==> config.mk <==
export PLATFORM = sky130hd
export DESIGN_NAME = integer_to_seven_segment_digit_writes
export DESIGN_NICKNAME = d
export VERILOG_FILES = /design/src/hdl/i2ssdw_pkg.sv /design/src/hdl/i2ssdw_front.sv /design/src/hdl/i2ssdw_queue.sv /design/src/hdl/i2ssdw_back.sv /design/src/hdl/integer_to_seven_segment_digit_writes.sv
export SDC_FILE = /design/constraint.sdc
export NUM_CORES = 1
export LEC_CHECK = 0
export ABC_AREA = 1
export ABC_CLOCK_PERIOD_IN_PS = 3300
export BUFFER_PORTS_ARGS = -buffer_cell sky130_fd_sc_hd__clkbuf_2
export CORE_MARGIN = 2
export CORE_UTILIZATION = 53
export DETAILED_ROUTE_END_ITERATION = 8
export PLACE_DENSITY_LB_ADDON = 0.3
export SETUP_SLACK_MARGIN = 0.2
export SLEW_MARGIN = 25
export SYNTH_ARGS = -nofsm -noshare
export SYNTH_HDL_FRONTEND = slang
export SYNTH_SLANG_ARGS = --single-unit
==> constraint.sdc <==
create_clock -name clk -period 3.3 [get_ports clk]
set_input_delay 0.33 -clock clk [delete_from_list [all_inputs] [get_ports clk]]
set_output_delay 0.33 -clock clk [all_outputs]
set_load 0.03 [all_outputs]
==> src/hdl/i2ssdw_pkg.sv <==
// shared types, constants and segment font for the digit write block
package i2ssdw_pkg;

  // input and result field widths
  localparam int VALUE_W = 32;
  localparam int ADDR_W  = 4;
  localparam int SEG_W   = 8;
  localparam int FRAME_W = 16;

  // decimal conversion sizes: 32 bits need ten bcd digits
  localparam int BCD_DIGITS = 10;
  localparam int BCD_W      = 4 * BCD_DIGITS;
  localparam int SIG_W      = 4;
  localparam int STEP_W     = 5;
  localparam logic [STEP_W-1:0] LAST_STEP = STEP_W'(VALUE_W - 1);

  // blank segment byte
  localparam logic [SEG_W-1:0] SEG_BLANK = 8'h00;

  // front sequencer states
  typedef enum logic [2:0] {
    FRONT_IDLE = 3'b001,
    FRONT_CONV = 3'b010,
    FRONT_PUSH = 3'b100
  } front_state_t;

  // queue status seen by the front and back parts
  typedef struct packed {
    logic empty;
    logic full;
  } q_status_t;

  // no-decode seven-segment font, bit 7 dp, bits 6..0 segments a..g
  function automatic logic [SEG_W-1:0] seg_font(input logic [3:0] digit);
    logic [SEG_W-1:0] pat;
    unique case (digit)
      4'd0:    pat = 8'h7E;
      4'd1:    pat = 8'h30;
      4'd2:    pat = 8'h6D;
      4'd3:    pat = 8'h79;
      4'd4:    pat = 8'h33;
      4'd5:    pat = 8'h5B;
      4'd6:    pat = 8'h5F;
      4'd7:    pat = 8'h70;
      4'd8:    pat = 8'h7F;
      4'd9:    pat = 8'h7B;
      default: pat = SEG_BLANK;
    endcase
    return pat;
  endfunction

endpackage

==> src/hdl/i2ssdw_front.sv <==
// front part: takes the value, converts its magnitude to bcd, counts digits
module i2ssdw_front #(
  parameter int DIGIT_COUNT = 8
) (
  input  logic                                clk,
  input  logic                                rst,
  input  logic                                start,
  input  logic signed [i2ssdw_pkg::VALUE_W-1:0] signed_value,
  output logic                                busy,
  input  i2ssdw_pkg::q_status_t               q_status,
  output logic                                push,
  output logic [i2ssdw_pkg::SIG_W+4*DIGIT_COUNT-1:0] push_data
);

  localparam int DW = 4 * DIGIT_COUNT;

  i2ssdw_pkg::front_state_t state, state_next;
  logic [i2ssdw_pkg::VALUE_W-1:0] bin;
  logic [i2ssdw_pkg::BCD_W-1:0]   bcd;
  logic [i2ssdw_pkg::STEP_W-1:0]  step;
  logic [i2ssdw_pkg::BCD_W-1:0]   bcd_adj;
  logic [i2ssdw_pkg::VALUE_W-1:0] magnitude;
  logic [i2ssdw_pkg::SIG_W-1:0]   sig;
  logic                           accept;

  assign accept = start && (state == i2ssdw_pkg::FRONT_IDLE);
  assign busy   = (state != i2ssdw_pkg::FRONT_IDLE);
  assign push   = (state == i2ssdw_pkg::FRONT_PUSH) && !q_status.full;

  // magnitude, most negative value wraps to its unsigned form
  assign magnitude = signed_value[i2ssdw_pkg::VALUE_W-1]
                   ? (i2ssdw_pkg::VALUE_W'(0) - i2ssdw_pkg::VALUE_W'(signed_value))
                   : i2ssdw_pkg::VALUE_W'(signed_value);

  // add-three correction on every bcd digit
  always_comb begin
    for (int i = 0; i < i2ssdw_pkg::BCD_DIGITS; i++) begin
      if (bcd[4*i +: 4] >= 4'd5) begin
        bcd_adj[4*i +: 4] = bcd[4*i +: 4] + 4'd3;
      end else begin
        bcd_adj[4*i +: 4] = bcd[4*i +: 4];
      end
    end
  end

  // number of significant digits, at least one
  always_comb begin
    sig = i2ssdw_pkg::SIG_W'(1);
    for (int i = 1; i < i2ssdw_pkg::BCD_DIGITS; i++) begin
      if (bcd[4*i +: 4] != 4'd0) begin
        sig = i2ssdw_pkg::SIG_W'(i + 1);
      end
    end
  end

  assign push_data = {sig, bcd[DW-1:0]};

  // sequencer next state
  always_comb begin
    state_next = state;
    unique case (state)
      i2ssdw_pkg::FRONT_IDLE: if (start) state_next = i2ssdw_pkg::FRONT_CONV;
      i2ssdw_pkg::FRONT_CONV: begin
        if (step == i2ssdw_pkg::LAST_STEP) state_next = i2ssdw_pkg::FRONT_PUSH;
      end
      i2ssdw_pkg::FRONT_PUSH: if (!q_status.full) state_next = i2ssdw_pkg::FRONT_IDLE;
      default: state_next = i2ssdw_pkg::FRONT_IDLE;
    endcase
  end

  // control registers
  always_ff @(posedge clk) begin
    if (rst) begin
      state <= i2ssdw_pkg::FRONT_IDLE;
    end else begin
      state <= state_next;
    end
  end

  // shift-and-add-three datapath, one bit per cycle
  always_ff @(posedge clk) begin
    if (accept) begin
      bin  <= magnitude;
      bcd  <= '0;
      step <= '0;
    end else if (state == i2ssdw_pkg::FRONT_CONV) begin
      {bcd, bin} <= {bcd_adj[i2ssdw_pkg::BCD_W-2:0], bin, 1'b0};
      step       <= step + i2ssdw_pkg::STEP_W'(1);
    end
  end

endmodule

==> src/hdl/i2ssdw_queue.sv <==
// two-entry queue between the front and back parts
module i2ssdw_queue #(
  parameter int WIDTH = 36
) (
  input  logic                  clk,
  input  logic                  rst,
  input  logic                  push,
  input  logic [WIDTH-1:0]      push_data,
  input  logic                  pop,
  output logic [WIDTH-1:0]      pop_data,
  output i2ssdw_pkg::q_status_t status
);

  logic [WIDTH-1:0] entry [2];
  logic             wr_ptr;
  logic             rd_ptr;
  logic [1:0]       count;

  assign status.empty = (count == 2'd0);
  assign status.full  = (count == 2'd2);
  assign pop_data     = entry[rd_ptr];

  // pointers and fill count
  always_ff @(posedge clk) begin
    if (rst) begin
      wr_ptr <= 1'b0;
      rd_ptr <= 1'b0;
      count  <= 2'd0;
    end else begin
      if (push) wr_ptr <= !wr_ptr;
      if (pop)  rd_ptr <= !rd_ptr;
      priority if (push && !pop) begin
        count <= count + 2'd1;
      end else if (pop && !push) begin
        count <= count - 2'd1;
      end else begin
        count <= count;
      end
    end
  end

  // storage
  always_ff @(posedge clk) begin
    if (push) entry[wr_ptr] <= push_data;
  end

endmodule

==> src/hdl/i2ssdw_back.sv <==
// back part: issues one digit register write per cycle for each queued number
module i2ssdw_back #(
  parameter int DIGIT_COUNT = 8
) (
  input  logic                                         clk,
  input  logic                                         rst,
  input  i2ssdw_pkg::q_status_t                        q_status,
  input  logic [i2ssdw_pkg::SIG_W+4*DIGIT_COUNT-1:0]   pop_data,
  output logic                                         pop,
  output logic                                         strobe,
  output logic [i2ssdw_pkg::ADDR_W-1:0]                digit_address,
  output logic [i2ssdw_pkg::SEG_W-1:0]                 segment_pattern,
  output logic [i2ssdw_pkg::FRAME_W-1:0]               frame_word,
  output logic                                         last_write
);

  localparam int DW = 4 * DIGIT_COUNT;
  localparam logic [i2ssdw_pkg::ADDR_W-1:0] LAST_K =
    i2ssdw_pkg::ADDR_W'(DIGIT_COUNT - 1);

  logic                          active;
  logic [DW-1:0]                 digits;
  logic [i2ssdw_pkg::SIG_W-1:0]  sig;
  logic [i2ssdw_pkg::ADDR_W-1:0] k;
  logic [3:0]                    cur_digit;
  logic [i2ssdw_pkg::SEG_W-1:0]  pat;
  logic [i2ssdw_pkg::ADDR_W-1:0] addr;
  logic                          is_last;

  assign pop = !active && !q_status.empty;

  // current digit, blanked above the significant ones
  assign cur_digit = 4'(digits >> {k, 2'b00});
  assign pat       = (k >= sig) ? i2ssdw_pkg::SEG_BLANK : i2ssdw_pkg::seg_font(cur_digit);
  assign addr      = k + i2ssdw_pkg::ADDR_W'(1);
  assign is_last   = (k == LAST_K);

  // run control
  always_ff @(posedge clk) begin
    if (rst) begin
      active <= 1'b0;
      strobe <= 1'b0;
    end else begin
      strobe <= active;
      if (pop) begin
        active <= 1'b1;
      end else if (active && is_last) begin
        active <= 1'b0;
      end
    end
  end

  // run data and digit counter
  always_ff @(posedge clk) begin
    if (pop) begin
      {sig, digits} <= pop_data;
      k             <= '0;
    end else if (active) begin
      k <= k + i2ssdw_pkg::ADDR_W'(1);
    end
  end

  // registered write outputs
  always_ff @(posedge clk) begin
    if (active) begin
      digit_address   <= addr;
      segment_pattern <= pat;
      frame_word      <= {{(i2ssdw_pkg::FRAME_W - i2ssdw_pkg::SEG_W - i2ssdw_pkg::ADDR_W){1'b0}},
                          addr, pat};
      last_write      <= is_last;
    end
  end

endmodule

==> src/hdl/integer_to_seven_segment_digit_writes.sv <==
// top level: signed integer to eight digit register writes for a segment display
//
//   channel  | handshake      | fields
//   ---------+----------------+-----------------------------------------------
//   input    | start / busy   | signed_value
//   result   | strobe         | digit_address, segment_pattern, frame_word,
//            |                | last_write
//
// A number is taken when start is high and busy low; busy then stays high
// through 32 shift-and-add-three steps, one per input bit, and the push into
// the queue, which waits while the two-entry queue is full.
// Each queued number gives DIGIT_COUNT writes on consecutive cycles; the next
// run starts once the back part pops the next number; results cannot be held off.
// Synchronous reset empties the queue and idles both parts.
module integer_to_seven_segment_digit_writes #(
  parameter int DIGIT_COUNT = 8
) (
  input  logic                                  clk,
  input  logic                                  rst,
  input  logic                                  start,
  output logic                                  busy,
  input  logic signed [i2ssdw_pkg::VALUE_W-1:0] signed_value,
  output logic                                  strobe,
  output logic [i2ssdw_pkg::ADDR_W-1:0]         digit_address,
  output logic [i2ssdw_pkg::SEG_W-1:0]          segment_pattern,
  output logic [i2ssdw_pkg::FRAME_W-1:0]        frame_word,
  output logic                                  last_write
);

  localparam int QW = i2ssdw_pkg::SIG_W + 4 * DIGIT_COUNT;

  i2ssdw_pkg::q_status_t q_status;
  logic                  push;
  logic                  pop;
  logic [QW-1:0]         push_data;
  logic [QW-1:0]         pop_data;

  // conversion front
  i2ssdw_front #(
    .DIGIT_COUNT(DIGIT_COUNT)
  ) u_front (
    .clk          (clk),
    .rst          (rst),
    .start        (start),
    .signed_value (signed_value),
    .busy         (busy),
    .q_status     (q_status),
    .push         (push),
    .push_data    (push_data)
  );

  // queue between front and back
  i2ssdw_queue #(
    .WIDTH(QW)
  ) u_queue (
    .clk       (clk),
    .rst       (rst),
    .push      (push),
    .push_data (push_data),
    .pop       (pop),
    .pop_data  (pop_data),
    .status    (q_status)
  );

  // write issue back
  i2ssdw_back #(
    .DIGIT_COUNT(DIGIT_COUNT)
  ) u_back (
    .clk             (clk),
    .rst             (rst),
    .q_status        (q_status),
    .pop_data        (pop_data),
    .pop             (pop),
    .strobe          (strobe),
    .digit_address   (digit_address),
    .segment_pattern (segment_pattern),
    .frame_word      (frame_word),
    .last_write      (last_write)
  );

endmodule

==> flow_summary.json, run 1 <==
{
  "status": "complete, no violations",
  "hpwl_um": 14000,
  "cts_resized": 0,
  "timing.rr.end": "u_queue.entry[1][21]",
  "io_buffers": 59,
  "antenna_found_initial": 0,
  "end_kind": "register",
  "antenna_cells": 0,
  "clkLatencyLatePin_ps": 510,
  "tightest_slew_ps": 780,
  "finalSetupViolations": 0,
  "period_share_pct": 64.0,
  "finalClockSkew_ps": 19.0,
  "synth-compound-area-share_pct": 8.39,
  "top_level_ports": 66,
  "via_per_inst": 5.17,
  "ys_ff_latch": 210,
  "drc": 0,
  "post_cts_buffers": 0,
  "netlist_instances": 1144,
  "synth-async-reset-ratio_pct": 0,
  "core-area_sq_mm": 0.0188,
  "reg2reg_from": "u_queue.count[1]",
  "whs_endpoint": "u_front.state[2]",
  "die_area_sq_mm": 0.0205,
  "drtIter0Drc": 521,
  "yosys_warnings": 0,
  "grt_pass1_vias": 7063,
  "grt_pass1_wl_um": 33200,
  "wl_um": 20200,
  "clkSlewWorstSetupHoldPaths_ps": 60,
  "finalHoldViolCount": 0,
  "power_density_mw_per_mm2": 743,
  "grt_use_total_pct": 20.0,
  "dr_total_vias": 7613,
  "leakage_uw": 0.00501,
  "die_w_um": 143,
  "wl_per_cell_um": 13.7,
  "finalCriticalPeriod_ps": 2110,
  "max_clock_freq_mhz": 474,
  "clock_path_buffers": 3,
  "crit_arrival_ps": 2320,
  "setup_tns_ps": 0,
  "start_kind": "register",
  "reg2reg_depth": 6,
  "ir_worst_vdd_v": 0.000422,
  "cp_max_fo": 27,
  "layout-drive-gt1-share_pct": 10.6,
  "htreeDepth": 1,
  "cts_hold_buf": 0,
  "final_cell_mix": "nand2_1 (339), edfxtp_1 (152), inv_1 (125)",
  "finalPower_uw": 8510,
  "synthMuxAreaShare_pct": 0,
  "final_antenna_net_count": 0,
  "initial_core_util_pct": 54.4,
  "grt_overflow": 0,
  "cts_tree": "built",
  "maxCapViolations": 0,
  "required_ps": 3510,
  "row_count": 50,
  "yosysUniqueCellTypes": 43,
  "gp_congestion": 0.949,
  "grt_max_degree": 42,
  "dr.pass1.iters": 5,
  "numCtsBuffers": 22,
  "clock_sinks": 210,
  "final-max-slew-violation-count": 0,
  "path_class": "reg2reg",
  "holdCritPathClass": "in2reg",
  "relSlewSlack_pct": 47.9,
  "fill_cells": 1564,
  "synth_edf_count": 152,
  "synthSimpleGateAreaFrac_pct": 21.8,
  "final_common_cell": "nand2_1",
  "min_from": "rst",
  "ctsRootBufferMaster": "clkbuf_16",
  "die_h_um": 143,
  "fin_nets": 1266,
  "reg2reg_slack_ps": 1190,
  "synth_ff_type": "edfxtp_1",
  "whs_path_depth": 2,
  "synth_top_family_by_area": "simple AND/OR/NAND/NOR gates",
  "synthesis.area_sq_mm": 0.0102,
  "synth-xor-area-share_pct": 1.97,
  "avgSynthCellArea_sq_um": 8.96,
  "syn_to_final_growth_pct": 11.9,
  "rsz0062_at_grt": "no",
  "synthAdderAreaFrac_pct": 4.27,
  "seq_area_frac_synth_pct": 55.9
}
power breakdown:
group | leakage [uW] | internal [uW] | switching [uW]
clock network | 0.000354 | 1450 | 993
logic | 0.00276 | 708 | 1700
registers | 0.00190 | 3450 | 203
total | 0.00501 | 5610 | 2900
layout make-up:
class                      count  area, sq um  share of cell area, %
sequential                   210         5730                   50.0
multi-input combinational    757         3790                   33.1
clock buffer                  31          647                   5.64
inverter                     133          500                   4.37
timing repair buffer          72          393                   3.43
tap                          260          325                   2.84
clock inverter                 9         78.8                  0.688
logic make-up (layout without fill, tap and decap cells):
logic type	count (synthesis)	count (layout)
buffers and inverters	182	245
AND/OR/NAND/NOR	539	539
XOR/XNOR	23	23
flip-flops	210	210
AO/OA/AOI/OAI	154	154
other	1	6
adder cells (fa/ha/maj)	35	35
registers in the layout (all words and copies together), names as in the netlist, 3 cells and up:
register	flops
u_front.bin	32
u_queue.entry	72
u_back.segment_pattern	6
u_front.step	5
u_front.bcd	40
u_front.state	3
u_back.digits	32
u_back.sig	4
u_back.k	4
u_back.digit_address	4
Yosys cell counts, drive strengths merged (3+ instances only):
master,count,area [sq um]
o22ai,3,18.8
a21oi,33,165
xor2,21,184
o31ai,7,52.6
nor3,12,65.1
or2,3,18.8
inv,131,492
clkbuf,15,56.3
and2,3,18.8
o21ai,84,420
dfxtp,58,1160
o211ai,16,120
edfxtp,152,4560
nand3b,5,37.5
o21bai,3,22.5
nor2,88,353
nand4,11,68.8
nand2,344,1300
ha,35,438
buf,34,224
nand3,72,365
critical path: stages (launching register included):
cell and delay [ps]:
dfxtp_1 300, inv_1 150, nor2_1 100, nor2_1 210, inv_1 140, nor2_4 610
buf_4 280
metal layers:
metal | vias to the layer above | track usage, % | part of all wire, %
met1 | 3513 | 26.7 | 45
met2 | 196 | 33.3 | 48
met5 | - | 0 | 0
met3 | 35 | 3.05 | 5.1
met4 | 0 | 7.14 | 2.2
li1 | 3869 | - | -
stage by stage:
step | util (%) | hold slack [ps] | setup WS, ps | instances | cell area [sq um]
2_1_floorplan | - | 399 | 641 | 1149 | 10300
3_3_place_gp | 57.0 | 429 | 1100 | 1432 | 10700
3_5_place_dp | 57.0 | 441 | 1190 | 1432 | 10700
4_1_cts | 60.9 | 50.5 | 1150 | 1472 | 11500
5_1_grt | 60.9 | 67.9 | 940 | 1472 | 11500
6_report | 60.9 | 74.7 | 1190 | 1472 | 11500
worst max-delay path by stage:
stage,start,endpoint,slack [ps]
2_1_floorplan,u_queue.count[1],u_queue.entry[1][0],640
3_3_place_gp,u_front.state[0],u_front.bin[30],1100
3_5_place_dp,u_back.k[1],u_back.segment_pattern[3],1190
4_1_cts,u_queue.count[1],u_queue.entry[1][21],1150
5_1_grt,u_back.k[1],u_back.segment_pattern[1],940
6_report,u_queue.count[1],u_queue.entry[1][21],1190
No activity file was read; power rests on OpenSTA's default activity.
==> run 2: changes to the inputs <==
--- a/config.mk
+++ b/config.mk
@@ -6,7 +6,7 @@
 export NUM_CORES = 1
 export LEC_CHECK = 0
 export ABC_AREA = 1
-export ABC_CLOCK_PERIOD_IN_PS = 3300
+export ABC_CLOCK_PERIOD_IN_PS = 2050
 export BUFFER_PORTS_ARGS = -buffer_cell sky130_fd_sc_hd__clkbuf_2
 export CORE_MARGIN = 2
 export CORE_UTILIZATION = 53
==> constraint.sdc (replaced) <==
create_clock -name clk -period 2.05 [get_ports clk]
set_input_delay 0.205 -clock clk [delete_from_list [all_inputs] [get_ports clk]]
set_output_delay 0.205 -clock clk [all_outputs]
set_load 0.03 [all_outputs]
==> flow_summary.json, run 2 (synthesis gave the netlist of run 1 again) <==
{
  "drtIter0Drc": 482,
  "hpwl_um": 14400,
  "setup_tns_ps": 0,
  "grt_pass1_wl_um": 35300,
  "slowest_stage": "dfxtp_4",
  "crit_arrival_ps": 2060,
  "grt_overflow": 0,
  "final_cells": 1480,
  "ir_worst_vdd_v": 0.000642,
  "grt_use_total_pct": 21.4,
  "holdCritPathClass": "in2reg",
  "gp_congestion": 0.898,
  "dr.pass1.iters": 5,
  "top_regs": "u_queue.entry x72, u_front.bcd x40",
  "required_ps": 2310,
  "antenna_found_initial": 0,
  "wl_um": 21400,
  "final-max-slew-violation-count": 0,
  "numCtsBuffers": 22,
  "pre_cts_ws_ps": 169,
  "finalClockSkew_ps": 29.2,
  "switching_share_pct": 33.6,
  "die_w_um": 143,
  "grt_max_degree": 42,
  "antenna_cells": 0,
  "period_share_pct": 87.5,
  "p_int_uw": 9720,
  "critical_path.max_stage_delay_ps": 380,
  "start_kind": "register",
  "final_antenna_net_count": 0,
  "htreeDepth": 1,
  "clock_sinks": 210,
  "clkSlewWorstSetupHoldPaths_ps": 60,
  "initial_core_util_pct": 54.4,
  "drc": 0,
  "end_kind": "register",
  "p_switching_uw": 4920,
  "final_cell_mix": "nand2_1 (336), edfxtp_1 (152), inv_1 (125)",
  "power_frac_clock_pct": 30.8,
  "largest_reg_flops": 72,
  "whs_path_depth": 3,
  "clock_path_buffers": 3,
  "max_clock_freq_mhz": 557,
  "power_density_mw_per_mm2": 1240,
  "via_per_inst": 5.20,
  "die_h_um": 143,
  "largest_register": "u_queue.entry",
  "wl_per_cell_um": 14.5,
  "dp.cells": 1436,
  "dr_total_vias": 7701,
  "path_class": "reg2reg",
  "cp_max_fo": 5,
  "maxCapViolations": 0,
  "status": "complete, no violations",
  "combPwrFrac_pct": 28.8,
  "core-area_sq_mm": 0.0188,
  "reg2reg_depth": 13,
  "rsz0062_at_grt": "yes",
  "die_area_sq_mm": 0.0205,
  "finalSetupViolations": 0,
  "finalCriticalPeriod_ps": 1790,
  "cts_tree": "built",
  "syn_to_final_growth_pct": 15.0,
  "grt_pass1_vias": 7324,
  "fin_nets": 1274,
  "path_cells": "clkbuf_16, nand2_1, nand3_1, nand2_1, nand2_2, nand2_4, inv_4, ha_1, inv_1, nand2_2, nand2_1, nand2_1, a21oi_2",
  "layout-drive-gt1-share_pct": 12.5,
  "leakage_uw": 0.00513,
  "tightest_slew_ps": 511,
  "p_seq_share_pct": 40.4,
  "ctsRootBufferMaster": "clkbuf_16",
  "top_level_ports": 66,
  "clkLatencyLatePin_ps": 510,
  "finalHoldViolCount": 0,
  "relSlewSlack_pct": 66.0,
  "row_count": 50,
  "io_buffers": 59,
  "final_common_cell": "nand2_1",
  "worst_slack_ps": 256,
  "path_common_cell": "nand2_1"
}
## run 2: cell types whose count changed in the layout (fill, tap and decap cells not counted), moves of 3 or more
cell        before  now
bufinv_16        1    7
buf_12           0    5
clkbuf_1         5    0
dfxtp_1         58   53
clkinvlp_4       0    4
dfxtp_2          0    4
nand2_1        339  336
## run 2: metrics by stage
step	power (uW)	hold slack, ps	util, %	area [sq um]
finish	14600	31.7	62.6	11800
global route	15500	35.0	62.6	11800
global placement	9860	430	57.5	10800
floorplan	8980	274	-	10300
CTS	14600	25.3	62.1	11700
detailed placement	9980	445	57.5	10800
## run 2: what timing repair did
action | in CTS | in global routing
gates resized for setup | 4 | 19
endpoints found under the setup margin | 1 | 12
hold endpoints to repair | 4 | 0
pin swaps | 0 | 1
gates cloned | 1 | 1
hold buffers | 1 | 0
buffers inserted | 0 | 1
## run 2: worst paths after layout
check                  start                         to  slack [ps]
min                    start           u_front.state[0]          30
max reg2reg      u_back.k[0]  u_back.segment_pattern[3]         260
max              u_back.k[0]  u_back.segment_pattern[3]         260
min reg2reg  u_front.bin[31]             u_front.bcd[0]         460
## run 2: power groups by stage
stage	combinational, uW	sequential [uW]	clock (uW)
floorplan	2880	6100	0
global placement	3900	5960	0
detailed placement	4000	5980	0
CTS	4070	5910	4570
global route	4780	6000	4750
finish	4220	5920	4510
## run 2: final cells by class
type,count,area (sq um)
repair buffers,80,543
inverters,133,509
fillers,1511,7050
multi-input cells,757,3830
clock buffers,22,551
flip-flops and latches,210,5730
well taps,260,325
clock inverters,18,288
## run 2: worst max-delay path: cells and delay by family, from the launching register on
| kind | cells | cell delay, ps |
|---|---|---|
| AND/OR/NAND/NOR | 8 | 600 |
| buffers and inverters | 3 | 250 |
| AO/OA/AOI/OAI | 1 | 50 |
| flip-flops | 1 | 380 |
| adder cells (fa/ha/maj) | 1 | 260 |
## run 2: metal layers
layer  global-route usage (%)  vias to the layer above  share of wire (%)
met5                        0                        -                  0
met4                     7.87                        0                3.0
met3                     2.78                       42                4.4
met2                     36.6                      202                 49
met1                     28.1                     3572                 44
li1                         -                     3885                  -
==> run 3: changes to the inputs <==
--- a/config.mk
+++ b/config.mk
@@ -11,7 +11,7 @@
 export CORE_MARGIN = 2
 export CORE_UTILIZATION = 53
 export DETAILED_ROUTE_END_ITERATION = 8
-export PLACE_DENSITY_LB_ADDON = 0.3
+export PLACE_DENSITY = 0.68
 export SETUP_SLACK_MARGIN = 0.2
 export SLEW_MARGIN = 25
 export SYNTH_ARGS = -nofsm -noshare
==> flow_summary.json, run 3 (synthesis gave the netlist of run 1 again) <==
{
  "grt_overflow": 0,
  "final-max-slew-violation-count": 0,
  "largest_register": "u_queue.entry",
  "io_buffers": 59,
  "clock_sinks": 210,
  "clkSlewWorstSetupHoldPaths_ps": 60,
  "grt_max_degree": 42,
  "finalSetupViolations": 0,
  "final_antenna_net_count": 0,
  "status": "complete, no violations",
  "required_ps": 2310,
  "power_density_mw_per_mm2": 1210,
  "die_h_um": 143,
  "initial_core_util_pct": 54.4,
  "dr_wl_met2_um": 9770,
  "period_share_pct": 84.0,
  "layout-drive-gt1-share_pct": 12.7,
  "top_regs": "u_queue.entry x72, u_front.bcd x40",
  "row_count": 50,
  "finalCriticalPeriod_ps": 1720,
  "worst_slack_ps": 329,
  "end_kind": "register",
  "grt_pass1_wl_um": 34500,
  "clock_path_buffers": 3,
  "ir_worst_vdd_v": 0.00104,
  "die_w_um": 143,
  "final_common_cell": "nand2_1",
  "top_level_ports": 66,
  "grt_pass1_vias": 7239,
  "maxCapViolations": 0,
  "hpwl_um": 14500,
  "leakage_uw": 0.00514,
  "wl_met1_um": 9600,
  "dp.cells": 1445,
  "multi_input_comb_area_sq_mm": 0.00383,
  "antenna_found_initial": 0,
  "fill_cells": 1542,
  "largest_reg_flops": 72,
  "finalClockSkew_ps": 6.95,
  "numCtsBuffers": 23,
  "reg2reg_slack_ps": 330,
  "clkLatencyLatePin_ps": 510,
  "die_area_sq_mm": 0.0205,
  "gp_congestion": 0.926,
  "core-area_sq_mm": 0.0188,
  "reg2reg_depth": 14,
  "pre_cts_ws_ps": 198,
  "fin_nets": 1287,
  "dr_total_vias": 7703,
  "path_class": "reg2reg",
  "top_layer": "met4",
  "max_clock_freq_mhz": 581,
  "drc": 0,
  "rsz0062_at_grt": "yes",
  "drtIter0Drc": 549,
  "syn_to_final_growth_pct": 14.5,
  "regArea_sq_mm": 0.00573,
  "finalHoldViolCount": 0,
  "antenna_cells": 0,
  "cp_max_fo": 8,
  "dr.pass1.iters": 6,
  "utilization_pct": 62.3,
  "setup_tns_ps": 0,
  "grt_use_total_pct": 21.0,
  "crit_arrival_ps": 1980,
  "holdCritPathClass": "in2reg",
  "via_per_inst": 5.16,
  "whs_path_depth": 3,
  "ctsRootBufferMaster": "clkbuf_16",
  "wl_um": 20800,
  "place_area_sq_mm": 0.0109,
  "final_cells": 1494,
  "final_cell_mix": "nand2_1 (338), edfxtp_1 (152), inv_1 (124)",
  "cts_tree": "built",
  "relSlewSlack_pct": 65.3,
  "route.met3.wl_um": 947,
  "wl_per_cell_um": 13.9,
  "tightest_slew_ps": 520,
  "stdcell_area_sq_mm": 0.0117,
  "start_kind": "register",
  "htreeDepth": 1
}
## run 3: critical path: stages (launching register included)
cell and delay [ps]:
dfxtp_4 380, buf_6 130, nand2_1 50, nand2_1 60, nand2_1 40, nand2_1 50
nand2_1 70, nand2_4 100, inv_2 50, ha_1 270, inv_1 30, nand2_1 70
nand2_1 50, nand2_1 50, a21oi_1 50
## run 3: routing by layer
layer  up-vias  track usage [%]
met5         -                0
met4         0             6.67
met3        39             3.25
met2       189             35.2
met1      3564             28.2
li1       3911                -
## run 3: timing repair
item / CTS / global route
pin swaps: 0 / 3
buffers inserted: 0 / 6
hold endpoints to repair: 1 / 0
setup endpoints to repair: 1 / 11
gates resized for setup: 2 / 19
hold buffers: 1 / 0
## run 3: cell type report
type	instances	share of cell area (%)
Tap cell	260	2.77
Clock inverter	9	0.907
Timing Repair Buffer	92	5.14
Inverter	133	4.30
Clock buffer	33	5.40
Sequential cell	210	48.9
Multi-Input combinational cell	757	32.6
## run 3: stage by stage
step,hold slack (ps),power (uW)
5_1_grt,44.0,15100
3_3_place_gp,433,9970
6_report,31.1,14200
2_1_floorplan,274,8980
3_5_place_dp,448,10100
4_1_cts,16.7,14100
## run 3: where the power goes
| part | leakage, uW | internal (uW) | switching [uW] |
|---|---|---|---|
| Clock | 0.000362 | 2410 | 1620 |
| Combinational | 0.00288 | 1380 | 2950 |
| Sequential | 0.00190 | 5570 | 300 |
| Total | 0.00514 | 9360 | 4870 |
## run 3: worst paths after layout
path                    from                         to
min                    start           u_front.state[0]
max              u_back.k[0]  u_back.segment_pattern[3]
min reg2reg  u_front.bin[31]             u_front.bcd[0]
max reg2reg      u_back.k[0]  u_back.segment_pattern[3]
